--- config.mk ---
export PLATFORM = sky130hd
export DESIGN_NAME = worst_fit_block_allocator_top
export DESIGN_NICKNAME = d
export VERILOG_FILES = /design/src/hw/rtl/wfa_pkg.sv /design/src/hw/rtl/wfa_cell.sv /design/src/hw/rtl/worst_fit_block_allocator_top.sv
export SDC_FILE = /design/constraint.sdc
export NUM_CORES = 2
export LEC_CHECK = 0
export BUFFER_PORTS_ARGS = -buffer_cell sky130_fd_sc_hd__buf_4
export CAP_MARGIN = 25
export CORE_ASPECT_RATIO = 0.5
export CORE_MARGIN = 10
export CORE_UTILIZATION = 60
export DETAILED_ROUTE_END_ITERATION = 7
export PLACE_DENSITY = 0.76
export RECOVER_POWER = 50
export SLEW_MARGIN = 20
export SYNTH_ARGS = -nofsm -noshare
export SYNTH_HDL_FRONTEND = slang
export SYNTH_HIERARCHICAL = 1
export SYNTH_SLANG_ARGS = --single-unit
--- constraint.sdc ---
create_clock -name clk -period 4.7 [get_ports clk]
set_input_delay 0 -clock clk [delete_from_list [all_inputs] [get_ports clk]]
set_output_delay 0 -clock clk [all_outputs]
set_load 0.02 [all_outputs]
--- src/hw/rtl/wfa_pkg.sv ---
// Types, codes and defaults shared by the worst-fit allocator modules.
`timescale 1ns / 1ps

package wfa_pkg;

	localparam int MAX_BLOCKS_DEF = 16;
	localparam int SIZE_BITS_DEF  = 16;

	localparam int REQ_W    = 16;
	localparam int BIDX_W   = 4;
	localparam int GIDX_W   = 4;
	localparam int GSIZE_W  = 16;
	localparam int STATUS_W = 2;
	localparam int S_DATA_W = 24;
	localparam int M_DATA_W = 24;

	localparam logic CMD_ALLOC   = 1'b0;
	localparam logic CMD_RELEASE = 1'b1;

	localparam logic [STATUS_W-1:0] ST_OK          = 2'd0;
	localparam logic [STATUS_W-1:0] ST_FULL        = 2'd1;
	localparam logic [STATUS_W-1:0] ST_BAD_RELEASE = 2'd2;

	typedef enum logic [1:0] {
		CMT_TAKE,
		CMT_FREE,
		CMT_APPEND
	} commit_kind_t;

	// Request record that walks the row of cells, one cell per cycle.
	typedef struct packed {
		logic             valid;
		logic             cmd;
		logic             found;
		logic [REQ_W-1:0] req;
		logic [BIDX_W-1:0] bidx;
	} scan_ctl_t;

	// State update broadcast to all cells once a scan has finished.
	typedef struct packed {
		logic         valid;
		commit_kind_t kind;
	} commit_t;

endpackage

--- src/hw/rtl/wfa_cell.sv ---
// One table entry of the allocator: holds a block and judges the passing request.
`timescale 1ns / 1ps

module wfa_cell #(
	parameter int CELL_IDX  = 0,
	parameter int IDX_W     = 4,
	parameter int SIZE_BITS = wfa_pkg::SIZE_BITS_DEF
) (
	input  logic                  clk,
	input  logic                  arst_n,
	input  wfa_pkg::scan_ctl_t    ctl_in,
	input  logic [IDX_W-1:0]      best_idx_in,
	input  logic [SIZE_BITS-1:0]  best_size_in,
	output wfa_pkg::scan_ctl_t    ctl_out,
	output logic [IDX_W-1:0]      best_idx_out,
	output logic [SIZE_BITS-1:0]  best_size_out,
	input  wfa_pkg::commit_t      cmt,
	input  logic [IDX_W-1:0]      cmt_idx,
	input  logic [SIZE_BITS-1:0]  cmt_size
);

	localparam int CMP_W = (SIZE_BITS > wfa_pkg::REQ_W) ? SIZE_BITS : wfa_pkg::REQ_W;
	localparam logic [IDX_W-1:0] MY_IDX = IDX_W'(CELL_IDX);

	logic [SIZE_BITS-1:0] size_q;
	logic                 free_q;
	logic                 used_q;

	wfa_pkg::scan_ctl_t   ctl_q;
	logic [IDX_W-1:0]     best_idx_q;
	logic [SIZE_BITS-1:0] best_size_q;

	logic fits;
	logic hit_alloc;
	logic hit_rel;
	logic hit;
	logic cmt_here;

	always_comb begin
		fits      = CMP_W'(size_q) >= CMP_W'(ctl_in.req);
		hit_alloc = ctl_in.cmd == wfa_pkg::CMD_ALLOC && used_q && free_q && fits &&
			(!ctl_in.found || size_q > best_size_in);
		hit_rel   = ctl_in.cmd == wfa_pkg::CMD_RELEASE && used_q && !free_q &&
			32'(ctl_in.bidx) == 32'(CELL_IDX);
		hit       = ctl_in.valid && (hit_alloc || hit_rel);
		cmt_here  = cmt.valid && cmt_idx == MY_IDX;
	end

	always_ff @(posedge clk or negedge arst_n) begin
		if (!arst_n) begin
			ctl_q <= '0;
		end else begin
			ctl_q.valid <= ctl_in.valid;
			ctl_q.cmd   <= ctl_in.cmd;
			ctl_q.found <= ctl_in.found | hit;
			ctl_q.req   <= ctl_in.req;
			ctl_q.bidx  <= ctl_in.bidx;
		end
	end

	always_ff @(posedge clk) begin
		if (hit) begin
			best_idx_q  <= MY_IDX;
			best_size_q <= size_q;
		end else begin
			best_idx_q  <= best_idx_in;
			best_size_q <= best_size_in;
		end
	end

	always_ff @(posedge clk or negedge arst_n) begin
		if (!arst_n) begin
			free_q <= 1'b0;
			used_q <= 1'b0;
		end else if (cmt_here) begin
			case (cmt.kind)
				wfa_pkg::CMT_TAKE: begin
					free_q <= 1'b0;
				end
				wfa_pkg::CMT_FREE: begin
					free_q <= 1'b1;
				end
				wfa_pkg::CMT_APPEND: begin
					free_q <= 1'b0;
					used_q <= 1'b1;
				end
				default: begin
					free_q <= free_q;
				end
			endcase
		end
	end

	always_ff @(posedge clk) begin
		if (cmt_here && cmt.kind == wfa_pkg::CMT_APPEND) begin
			size_q <= cmt_size;
		end
	end

	assign ctl_out       = ctl_q;
	assign best_idx_out  = best_idx_q;
	assign best_size_out = best_size_q;

endmodule

--- src/hw/rtl/worst_fit_block_allocator_top.sv ---
// Worst-fit block allocator: a row of table cells scanned by a travelling request.
//
// Input channel s_axis: tuser carries the command (allocate or release), tdata carries
// the requested size and the block index to release. Output channel m_axis: tdata
// carries the granted index and size, tuser carries the status. Every input item
// produces exactly one output item.
// An accepted item enters a register, then walks the row of MAX_BLOCKS cells, one cell
// per cycle, and its result is registered behind the last cell. A new item is accepted
// once the previous one has left the row, so the block does not take a new item before
// it is through with the last one.
// The table update of an item is applied to the cells as its result is registered.
// Reset empties the table: no block exists and the next allocate appends at index 0.
// If the receiver stalls, a finished result waits in the output register and a second
// one in a skid register; input is also refused while that skid register is full.
`timescale 1ns / 1ps

module worst_fit_block_allocator_top #(
	parameter int MAX_BLOCKS = wfa_pkg::MAX_BLOCKS_DEF,
	parameter int SIZE_BITS  = wfa_pkg::SIZE_BITS_DEF
) (
	input  logic                         clk,
	input  logic                         arst_n,
	input  logic                         s_axis_tvalid,
	output logic                         s_axis_tready,
	// [15:0] request_size, [19:16] block_index, [23:20] zero
	input  logic [wfa_pkg::S_DATA_W-1:0] s_axis_tdata,
	// [0] command
	input  logic                         s_axis_tuser,
	output logic                         m_axis_tvalid,
	input  logic                         m_axis_tready,
	// [3:0] granted_index, [19:4] granted_size, [23:20] zero
	output logic [wfa_pkg::M_DATA_W-1:0] m_axis_tdata,
	// [1:0] status
	output logic [wfa_pkg::STATUS_W-1:0] m_axis_tuser
);

	localparam int IDX_W = (MAX_BLOCKS > 1) ? $clog2(MAX_BLOCKS) : 1;
	localparam int CNT_W = $clog2(MAX_BLOCKS + 1);
	localparam logic [63:0] SIZE_MASK = (64'd1 << SIZE_BITS) - 64'd1;
	localparam int PAD_W = wfa_pkg::M_DATA_W - wfa_pkg::GIDX_W - wfa_pkg::GSIZE_W;

	wfa_pkg::scan_ctl_t   ctl [MAX_BLOCKS+1];
	logic [IDX_W-1:0]     bidx_c [MAX_BLOCKS+1];
	logic [SIZE_BITS-1:0] bsize_c [MAX_BLOCKS+1];

	wfa_pkg::scan_ctl_t   inj_q;
	logic                 busy_q;
	logic [CNT_W-1:0]     count_q;

	wfa_pkg::commit_t     cmt;
	logic [IDX_W-1:0]     cmt_idx;
	logic [SIZE_BITS-1:0] cmt_size;

	logic [wfa_pkg::GIDX_W-1:0]   res_idx;
	logic [wfa_pkg::GSIZE_W-1:0]  res_size;
	logic [wfa_pkg::STATUS_W-1:0] res_st;

	logic                         out_valid_q;
	logic [wfa_pkg::M_DATA_W-1:0] out_data_q;
	logic [wfa_pkg::STATUS_W-1:0] out_user_q;
	logic                         skid_valid_q;
	logic [wfa_pkg::M_DATA_W-1:0] skid_data_q;
	logic [wfa_pkg::STATUS_W-1:0] skid_user_q;

	logic                         accept;
	logic                         done;
	logic                         wide;
	logic                         has_room;
	logic [31:0]                  best_idx_ext;
	logic [31:0]                  best_size_ext;
	logic [31:0]                  count_ext;
	logic [wfa_pkg::M_DATA_W-1:0] res_data;
	logic                         out_free;
	logic                         load_skid_to_out;
	logic                         load_res_to_out;
	logic                         load_res_to_skid;

	assign s_axis_tready = !busy_q && !skid_valid_q;
	assign accept        = s_axis_tvalid && s_axis_tready;

	always_ff @(posedge clk or negedge arst_n) begin
		if (!arst_n) begin
			inj_q <= '0;
		end else begin
			inj_q.valid <= accept;
			if (accept) begin
				inj_q.cmd   <= s_axis_tuser;
				inj_q.found <= 1'b0;
				inj_q.req   <= s_axis_tdata[wfa_pkg::REQ_W-1:0];
				inj_q.bidx  <= s_axis_tdata[wfa_pkg::REQ_W +: wfa_pkg::BIDX_W];
			end
		end
	end

	assign ctl[0]     = inj_q;
	assign bidx_c[0]  = '0;
	assign bsize_c[0] = '0;

	for (genvar g = 0; g < MAX_BLOCKS; g++) begin : g_cell
		wfa_cell #(
			.CELL_IDX  (g),
			.IDX_W     (IDX_W),
			.SIZE_BITS (SIZE_BITS)
		) u_cell (
			.clk           (clk),
			.arst_n        (arst_n),
			.ctl_in        (ctl[g]),
			.best_idx_in   (bidx_c[g]),
			.best_size_in  (bsize_c[g]),
			.ctl_out       (ctl[g+1]),
			.best_idx_out  (bidx_c[g+1]),
			.best_size_out (bsize_c[g+1]),
			.cmt           (cmt),
			.cmt_idx       (cmt_idx),
			.cmt_size      (cmt_size)
		);
	end

	// Decision taken when the request leaves the last cell.
	always_comb begin
		done          = ctl[MAX_BLOCKS].valid;
		wide          = 64'(ctl[MAX_BLOCKS].req) > SIZE_MASK;
		has_room      = count_q < CNT_W'(MAX_BLOCKS);
		best_idx_ext  = 32'(bidx_c[MAX_BLOCKS]);
		best_size_ext = 32'(bsize_c[MAX_BLOCKS]);
		count_ext     = 32'(count_q);

		cmt.valid = 1'b0;
		cmt.kind  = wfa_pkg::CMT_TAKE;
		cmt_idx   = bidx_c[MAX_BLOCKS];
		cmt_size  = SIZE_BITS'(ctl[MAX_BLOCKS].req);
		res_idx   = '0;
		res_size  = '0;
		res_st    = wfa_pkg::ST_FULL;

		if (ctl[MAX_BLOCKS].cmd == wfa_pkg::CMD_RELEASE) begin
			res_idx = ctl[MAX_BLOCKS].bidx;
			if (ctl[MAX_BLOCKS].found) begin
				cmt.valid = done;
				cmt.kind  = wfa_pkg::CMT_FREE;
				res_size  = best_size_ext[wfa_pkg::GSIZE_W-1:0];
				res_st    = wfa_pkg::ST_OK;
			end else begin
				res_st = wfa_pkg::ST_BAD_RELEASE;
			end
		end else if (wide) begin
			res_st = wfa_pkg::ST_FULL;
		end else if (ctl[MAX_BLOCKS].found) begin
			cmt.valid = done;
			cmt.kind  = wfa_pkg::CMT_TAKE;
			res_idx   = best_idx_ext[wfa_pkg::GIDX_W-1:0];
			res_size  = best_size_ext[wfa_pkg::GSIZE_W-1:0];
			res_st    = wfa_pkg::ST_OK;
		end else if (has_room) begin
			cmt.valid = done;
			cmt.kind  = wfa_pkg::CMT_APPEND;
			cmt_idx   = count_ext[IDX_W-1:0];
			res_idx   = count_ext[wfa_pkg::GIDX_W-1:0];
			res_size  = ctl[MAX_BLOCKS].req;
			res_st    = wfa_pkg::ST_OK;
		end
		res_data = {PAD_W'(0), res_size, res_idx};
	end

	always_ff @(posedge clk or negedge arst_n) begin
		if (!arst_n) begin
			busy_q  <= 1'b0;
			count_q <= '0;
		end else begin
			if (accept) begin
				busy_q <= 1'b1;
			end else if (done) begin
				busy_q <= 1'b0;
			end
			if (cmt.valid && cmt.kind == wfa_pkg::CMT_APPEND) begin
				count_q <= count_q + CNT_W'(1);
			end
		end
	end

	always_comb begin
		out_free         = !out_valid_q || m_axis_tready;
		load_skid_to_out = out_free && skid_valid_q;
		load_res_to_out  = out_free && !skid_valid_q && done;
		load_res_to_skid = !out_free && done;
	end

	always_ff @(posedge clk or negedge arst_n) begin
		if (!arst_n) begin
			out_valid_q  <= 1'b0;
			skid_valid_q <= 1'b0;
		end else begin
			if (out_free) begin
				out_valid_q <= skid_valid_q || done;
			end
			if (load_skid_to_out) begin
				skid_valid_q <= 1'b0;
			end else if (load_res_to_skid) begin
				skid_valid_q <= 1'b1;
			end
		end
	end

	always_ff @(posedge clk) begin
		if (load_skid_to_out) begin
			out_data_q <= skid_data_q;
			out_user_q <= skid_user_q;
		end else if (load_res_to_out) begin
			out_data_q <= res_data;
			out_user_q <= res_st;
		end
		if (load_res_to_skid) begin
			skid_data_q <= res_data;
			skid_user_q <= res_st;
		end
	end

	assign m_axis_tvalid = out_valid_q;
	assign m_axis_tdata  = out_data_q;
	assign m_axis_tuser  = out_user_q;

endmodule

==> Yosys cells after proc, flatten, opt, wreduce, memory -nomap -nowiden <==
Cells that the tools add are included.
{ "totals": {"input_bits": 29, "elab_cells": 584, "out_inout_bits": 28, "regBits": 1035} }
{ "op_classes": {"n_reduce_logical": 274, "add_sub_neg": 1, "n_mux": 43, "order_cmp": 32, "n_eq_ne": 32, "n_bitwise": 31} }
{ "op_table": {"columns": ["cell", "count"], "rows": [
  ["$mux W16", 19],
  ["$ge A16 B16 Y1", 16],
  ["$gt A16 B16 Y1", 15],
  ["$logic_and A1 B1 Y1", 166],
  ["$eq A4 B4 Y1 const B", 16],
  ["$reduce_and A2 Y1", 32],
  ["$mux W20", 2],
  ["$logic_not A1 Y1", 35],
  ["$logic_or A1 B1 Y1", 33],
  ["$eq A4 B3 Y1 const B", 8],
  ["$mux W4", 6],
  ["$eq A4 B2 Y1 const B", 4],
  ["$not A1 Y1", 16],
  ["$or A1 B1 Y1", 15],
  ["$mux W3", 4],
  ["$eq A4 B1 Y1 const B", 2],
  ["$logic_not A4 Y1", 2],
  ["$mux W2", 4],
  ["$reduce_bool A2 Y1", 4],
  ["$mux W1", 7],
  ["$add A5 B1 Y5 const B", 1],
  ["$lt A5 B5 Y1 const B", 1],
  ["$eq A2 B1 Y1 const B", 1],
  ["$eq A2 B2 Y1 const B", 1],
  ["3 further kinds", 3]
]} }

==> Longest topological paths before layout <==
{ "logic_depth": {"depth_word": 8, "ltp_mapped": 10, "mapped_depth_nobuf": 8} }

==> Modules after synthesis <==
Netlist, hierarchy kept.
{ "modules_own_cells": {"columns": ["mod", "n_inst", "area_per_inst_um2", "cells_per_inst", "seq_area_each_um2"], "rows": [
  ["wfa_cell (g_cell[11].u_cell ...)", 4, 2952.8, 291, 1506.4],
  ["wfa_cell (g_cell[10].u_cell ...)", 4, 2821.5, 232, 1506.4],
  ["wfa_cell (g_cell[1].u_cell ...)", 2, 2820.2, 232, 1506.4],
  ["wfa_cell (g_cell[12].u_cell ...)", 2, 2817.7, 233, 1506.4],
  ["wfa_cell (g_cell[4].u_cell ...)", 2, 2817.7, 232, 1506.4],
  ["worst_fit_block_allocator_top", 1, 3154.3, 195, 2072.0],
  ["wfa_cell (g_cell[15].u_cell)", 1, 2947.8, 291, 1506.4],
  ["wfa_cell (g_cell[0].u_cell)", 1, 2822.7, 232, 1506.4]
]} }

==> Worst setup path before layout <==
No wires, ideal clock.
{ "synth_timing": {"kind": "reg-to-reg", "from": "register g_cell[15].u_cell.ctl_q, in the netlist g_cell[15].u_cell/ctl_out[20]", "to": "register g_cell[13].u_cell.size_q[0] (enable)", "setup_slack_ns": 1.794, "stages_incl_launch_ff": 8, "arrival_time_ns": 2.532, "setup_ns": 0.374, "path_cell_list": "dfrtp_1 buf_6 buf_2 nor3b_1 nor3_1 nand2_1 nor4_1 and2_1"} }
{ "synth_rtl": {"columns": ["item", "line", "text"], "rows": [
  ["from (decl)", "wfa_cell.sv:29", "wfa_pkg::scan_ctl_t ctl_q;"],
  ["to (signal assigned)", "wfa_cell.sv:96", "size_q <= cmt_size;"],
  ["to (decl)", "wfa_cell.sv:25", "logic [SIZE_BITS-1:0] size_q;"]
]} }

==> Worst setup path after layout <==
{ "layout_timing": {"from": "register g_cell[15].u_cell.ctl_q, in the netlist g_cell[15].u_cell/ctl_out[20]", "to": "register g_cell[1].u_cell.size_q[2] (enable)"} }
{ "layout_between": {"elab_chain_len": 5} }
{ "layout_rtl": {"columns": ["item", "line", "text"], "rows": [
  ["$mux W4", "worst_fit_block_allocator_top.sv:148", "end else if (ctl[MAX_BLOCKS].found) begin"],
  ["$mux W4", "worst_fit_block_allocator_top.sv:136", "if (ctl[MAX_BLOCKS].cmd == wfa_pkg::CMD_RELEASE) begin"],
  ["$eq A4 B1 Y1", "wfa_cell.sv:46", "cmt_here = cmt.valid && cmt_idx == MY_IDX;"],
  ["$logic_and A1 B1 Y1", "wfa_cell.sv:46", null],
  ["$logic_and A1 B1 Y1 *", "wfa_cell.sv:95", "if (cmt_here && cmt.kind == wfa_pkg::CMT_APPEND) begin"],
  ["to (signal assigned)", "wfa_cell.sv:96", null],
  ["to (decl)", "wfa_cell.sv:25", null]
]} }
Every way passes the cells marked *; elsewhere a longest branch is shown, timed or not.
A chain may end at the register's enable or synchronous reset.

==> results by group <==
Outcome
  • Outcome: finished with violations
  • Failing checks: max-capacitance violations, max-slew violations

Critical path
  • CP Max Fanout: 37
  • Crit path kind: flop to flop
  • Crit path capture: g_cell[1].u_cell/size_q[2]$_DFFE_PP_
  • CP Capture Type: flop
  • Worst reg2reg path startpoint: g_cell[15].u_cell/ctl_out[20]$_DFF_PN0_
  • Startpoint types: flop
  • Crit path launch: g_cell[15].u_cell/ctl_out[20]$_DFF_PN0_
  • R2R cell count: 3
  • Crit path required time: 5.01 ns
  • Arrival time at the worst endpoint: 3.89 ns
  • R2r setup slk: 1.12 ns
  • Critical R2R Capture: g_cell[1].u_cell/size_q[2]$_DFFE_PP_

STA
  • Setup_tns: 0 ns
  • Crit path time final: 3.58 ns
  • Fmax: 0.280 GHz
  • Slew @ Worst Pin: 2.83 ns
  • Hold WS: 0.0683 ns
  • # setup viols final: 0
  • Final period utilization: 0.761
  • Setup ws final: 1.12 ns
  • Clk_skew: 0.0321 ns
  • RSZ-0062 raised after global routing: false
  • Max-slew violation count: 514
  • Final hold vios: 0
  • Worst slew margin: -0.888

CTS
  • H-tree levels: 3
  • Root buffer cell: clkbuf_16
  • CTS clk-pin slew, worst paths: 0.07 ns
  • Skew-Pair Late Insertion Delay: 0.69 ns
  • Bufs on Longest Clock Path: 3
  • CTS tree: built
  • Sinks on Clock Net: 1050
  • Inserted Clock Buffers: 90

Placement
  • IO buf count: 48
  • Post-Place Setup Slack: 1.19 ns
  • Gpl congestion: 0.899
  • Dpl hpwl: 89700 µm
  • Placed Cells: 5259

Routing
  • Vias per cell: 6.10
  • Post-route ant nets: 0
  • DRT Pass-1 Iters: 6
  • Routed wire per std cell: 23.0 µm
  • DRC violations left: 0
  • Final wirelength: 126000 µm
  • Via count: 33300
  • Iter 0 DRT Violations: 3425

Logic synthesis
  • Seq/Total Area, Yosys: 0.535
  • Post-synthesis compound-gate area fraction: 0.125
  • Seq cells post-synth: 1050
  • XOR/XNOR Fraction of Synth Area: 0.000537
  • Largest family of logic cells by synthesized area: simple AND/OR/NAND/NOR gates
  • Post-synthesis async set-or-reset flop share: 0.410
  • Library cells used by synthesis: 68
  • Post-synthesis mux area share: 0.0111
  • Number of synthesized flops with an enable pin: 300
  • Yosys warns: 6
  • Synth Area per Inst: 11.6 µm²
  • Main synth FF type: dfrtp_1
  • Adder-Cell Fraction of Synth Area: 0.131
  • Post-Syn Area: 48900 µm²
  • Simple-Gate Fraction of Synth Area: 0.133
  • Cells after synthesis: 4204

Floorplanning
  • IO Pins: 57
  • Die H: 222 µm
  • Die area: 94100 µm²
  • Starting Density: 0.611
  • Core Region: 80100 µm²
  • Die Wd: 424 µm
  • FP Rows: 73

Finish
  • Fillcell total: 5853
  • Layout cell share with drive strength beyond 1: 0.124
  • Most frequent cells in the layout: 523 x inv_1, 513 x ha_1, 430 x dfrtp_1, 320 x dfxtp_1, 300 x edfxtp_1
  • Register area: 26200 µm²
  • Area of the multi-input gates: 19800 µm²
  • Most common cell after layout, fill and taps aside: inv_1
  • Area grow syn2layout: 8.47%
  • Final non-filler cell total: 5462
  • Nets: 4835

Pwr
  • Peak VDD IR: 0.432 mV
  • Leakage: 23.5 nW
  • Pwr Density: 508 nW/µm²
  • Total power: 0.0270 W

Global routing
  • First-pass GRT wire length: 192000 µm
  • Largest net degree at the start of global routing: 156
  • Vias in the first global route: 33400
  • Grt ovf: 0
  • Initial antenna violation count: 8
  • Global-route usage over all layers: 0.261

Worst hold path
  • Hold WC Path Type: input port to flop

Run
  • Max cap viols: 14
==> sequential cells by signal (all words and copies together), names as in the netlist, 2 cells and up <==
name and cells:
g_cell.u_cell/size_q 256, skid_user_q 2, count_q 5, g_cell.u_cell/ctl_out 368, g_cell.u_cell/free_q 16, g_cell.u_cell/best_idx_out 64, g_cell.u_cell/used_q 16, g_cell.u_cell/best_size_out 256
m_axis_tdata 20, m_axis_tuser 2, ctl 22, skid_data_q 20
==> final cells by class <==
class,instances,area share
Sequential cell,1050,0.493
Timing Repair Buffer,107,0.0136
Clock buffer,118,0.0495
Multi-Input combinational cell,2521,0.373
Antenna cell,4,0.000189
Tap cell,1087,0.0256
Clock inverter,52,0.00787
Inverter,523,0.0370
==> power by group <==
group          internal (W)  leakage [nW]  switching, W
Combinational       0.00209          11.5       0.00318
Clock               0.00413          1.51       0.00350
Sequential           0.0117          10.5       0.00238
Total                0.0179          23.5       0.00906
==> worst max-delay path, cell delays in order, from the launching register on <==
cell	delay, ns
dfrtp_1	0.50
nor3_1	0.31
clkbuf_1	1.42
and2_1	0.93
==> cell families (layout without fill, tap and decap cells) <==
family | Yosys count | in the layout
and+or+nand+nor | 1118 | 1118
DFF | 1050 | 1050
AOI/OAI and AO/OA | 796 | 796
buffers and inverters | 675 | 800
adders and majority gates | 513 | 513
muxes | 48 | 48
xor gates and xnor gates | 3 | 3
other | 1 | 47
==> layer usage <==
layer / track usage / vias to the layer above / wire [µm]
met5: 0 / - / 0
met4: 0.115 / 0 / 5520
met3: 0.0450 / 324 / 9340
met2: 0.428 / 1448 / 59000
met1: 0.339 / 16400 / 51900
li1: - / 15100 / -
==> metrics by stage <==
stage / cell area, µm² / util
after floorplan: 49100 / -
after global placement: 49900 / 0.623
after detailed placement: 49900 / 0.623
after CTS: 53200 / 0.665
after global routing: 53100 / 0.662
final: 53100 / 0.663
==> Yosys cell counts, types with 15 or more instances <==
cell type / count / share of area
inv_1: 523 / 0.040
ha_1: 513 / 0.13
dfrtp_1: 430 / 0.22
dfxtp_1: 320 / 0.13
edfxtp_1: 300 / 0.18
nor2_1: 273 / 0.021
nand2_1: 223 / 0.017
a21oi_1: 186 / 0.019
a32o_1: 176 / 0.036
and2_1: 100 / 0.013
and2_2: 94 / 0.014
a31oi_1: 80 / 0.010
o31ai_1: 80 / 0.012
o21ai_0: 69 / 0.0071
clkbuf_1: 53 / 0.0041
mux2_2: 47 / 0.011
nand4_1: 47 / 0.0060
or2_2: 43 / 0.0055
buf_6: 41 / 0.0094
and3_1: 36 / 0.0046
nor2b_1: 34 / 0.0043
a21o_1: 28 / 0.0043
nand4_2: 27 / 0.0069
nor4_2: 27 / 0.0069
nand2b_1: 26 / 0.0033
nand3_1: 24 / 0.0025
nor3_1: 21 / 0.0021
or3_1: 21 / 0.0027
o21a_1: 17 / 0.0026
a2111o_1: 16 / 0.0037
a211o_2: 16 / 0.0033
a211oi_2: 16 / 0.0041
a21boi_0: 16 / 0.0025
a22o_1: 16 / 0.0029
a2bb2oi_1: 16 / 0.0029
buf_4: 16 / 0.0025
nand3b_1: 16 / 0.0025
buf_2: 15 / 0.0015
nand4b_1: 15 / 0.0027
==> worst min path at each step <==
stage / from / end / slack [ns] / depth (start not counted)
2_1_floorplan: arst_n / busy_q$_DFFE_PN0P_ / -0.30 / 0
3_3_place_gp: arst_n / ctl[379]$_DFFE_PN0P_ / 0.09 / 1
3_5_place_dp: arst_n / ctl[378]$_DFFE_PN0P_ / 0.09 / 1
4_1_cts: s_axis_tdata[5] / ctl[377]$_DFFE_PN0P_ / 0.03 / 3
5_1_grt: s_axis_tdata[13] / ctl[385]$_DFFE_PN0P_ / 0.07 / 3
6_report: s_axis_tdata[13] / ctl[385]$_DFFE_PN0P_ / 0.07 / 3
==> timing repair <==
item | in CTS | in global routing
hold buffers | 26 | 0
gates resized for setup | 0 | 0
endpoints found under the hold margin | 147 | 0
setup buffers | 0 | 0
No activity file was read; power rests on OpenSTA's default activity.
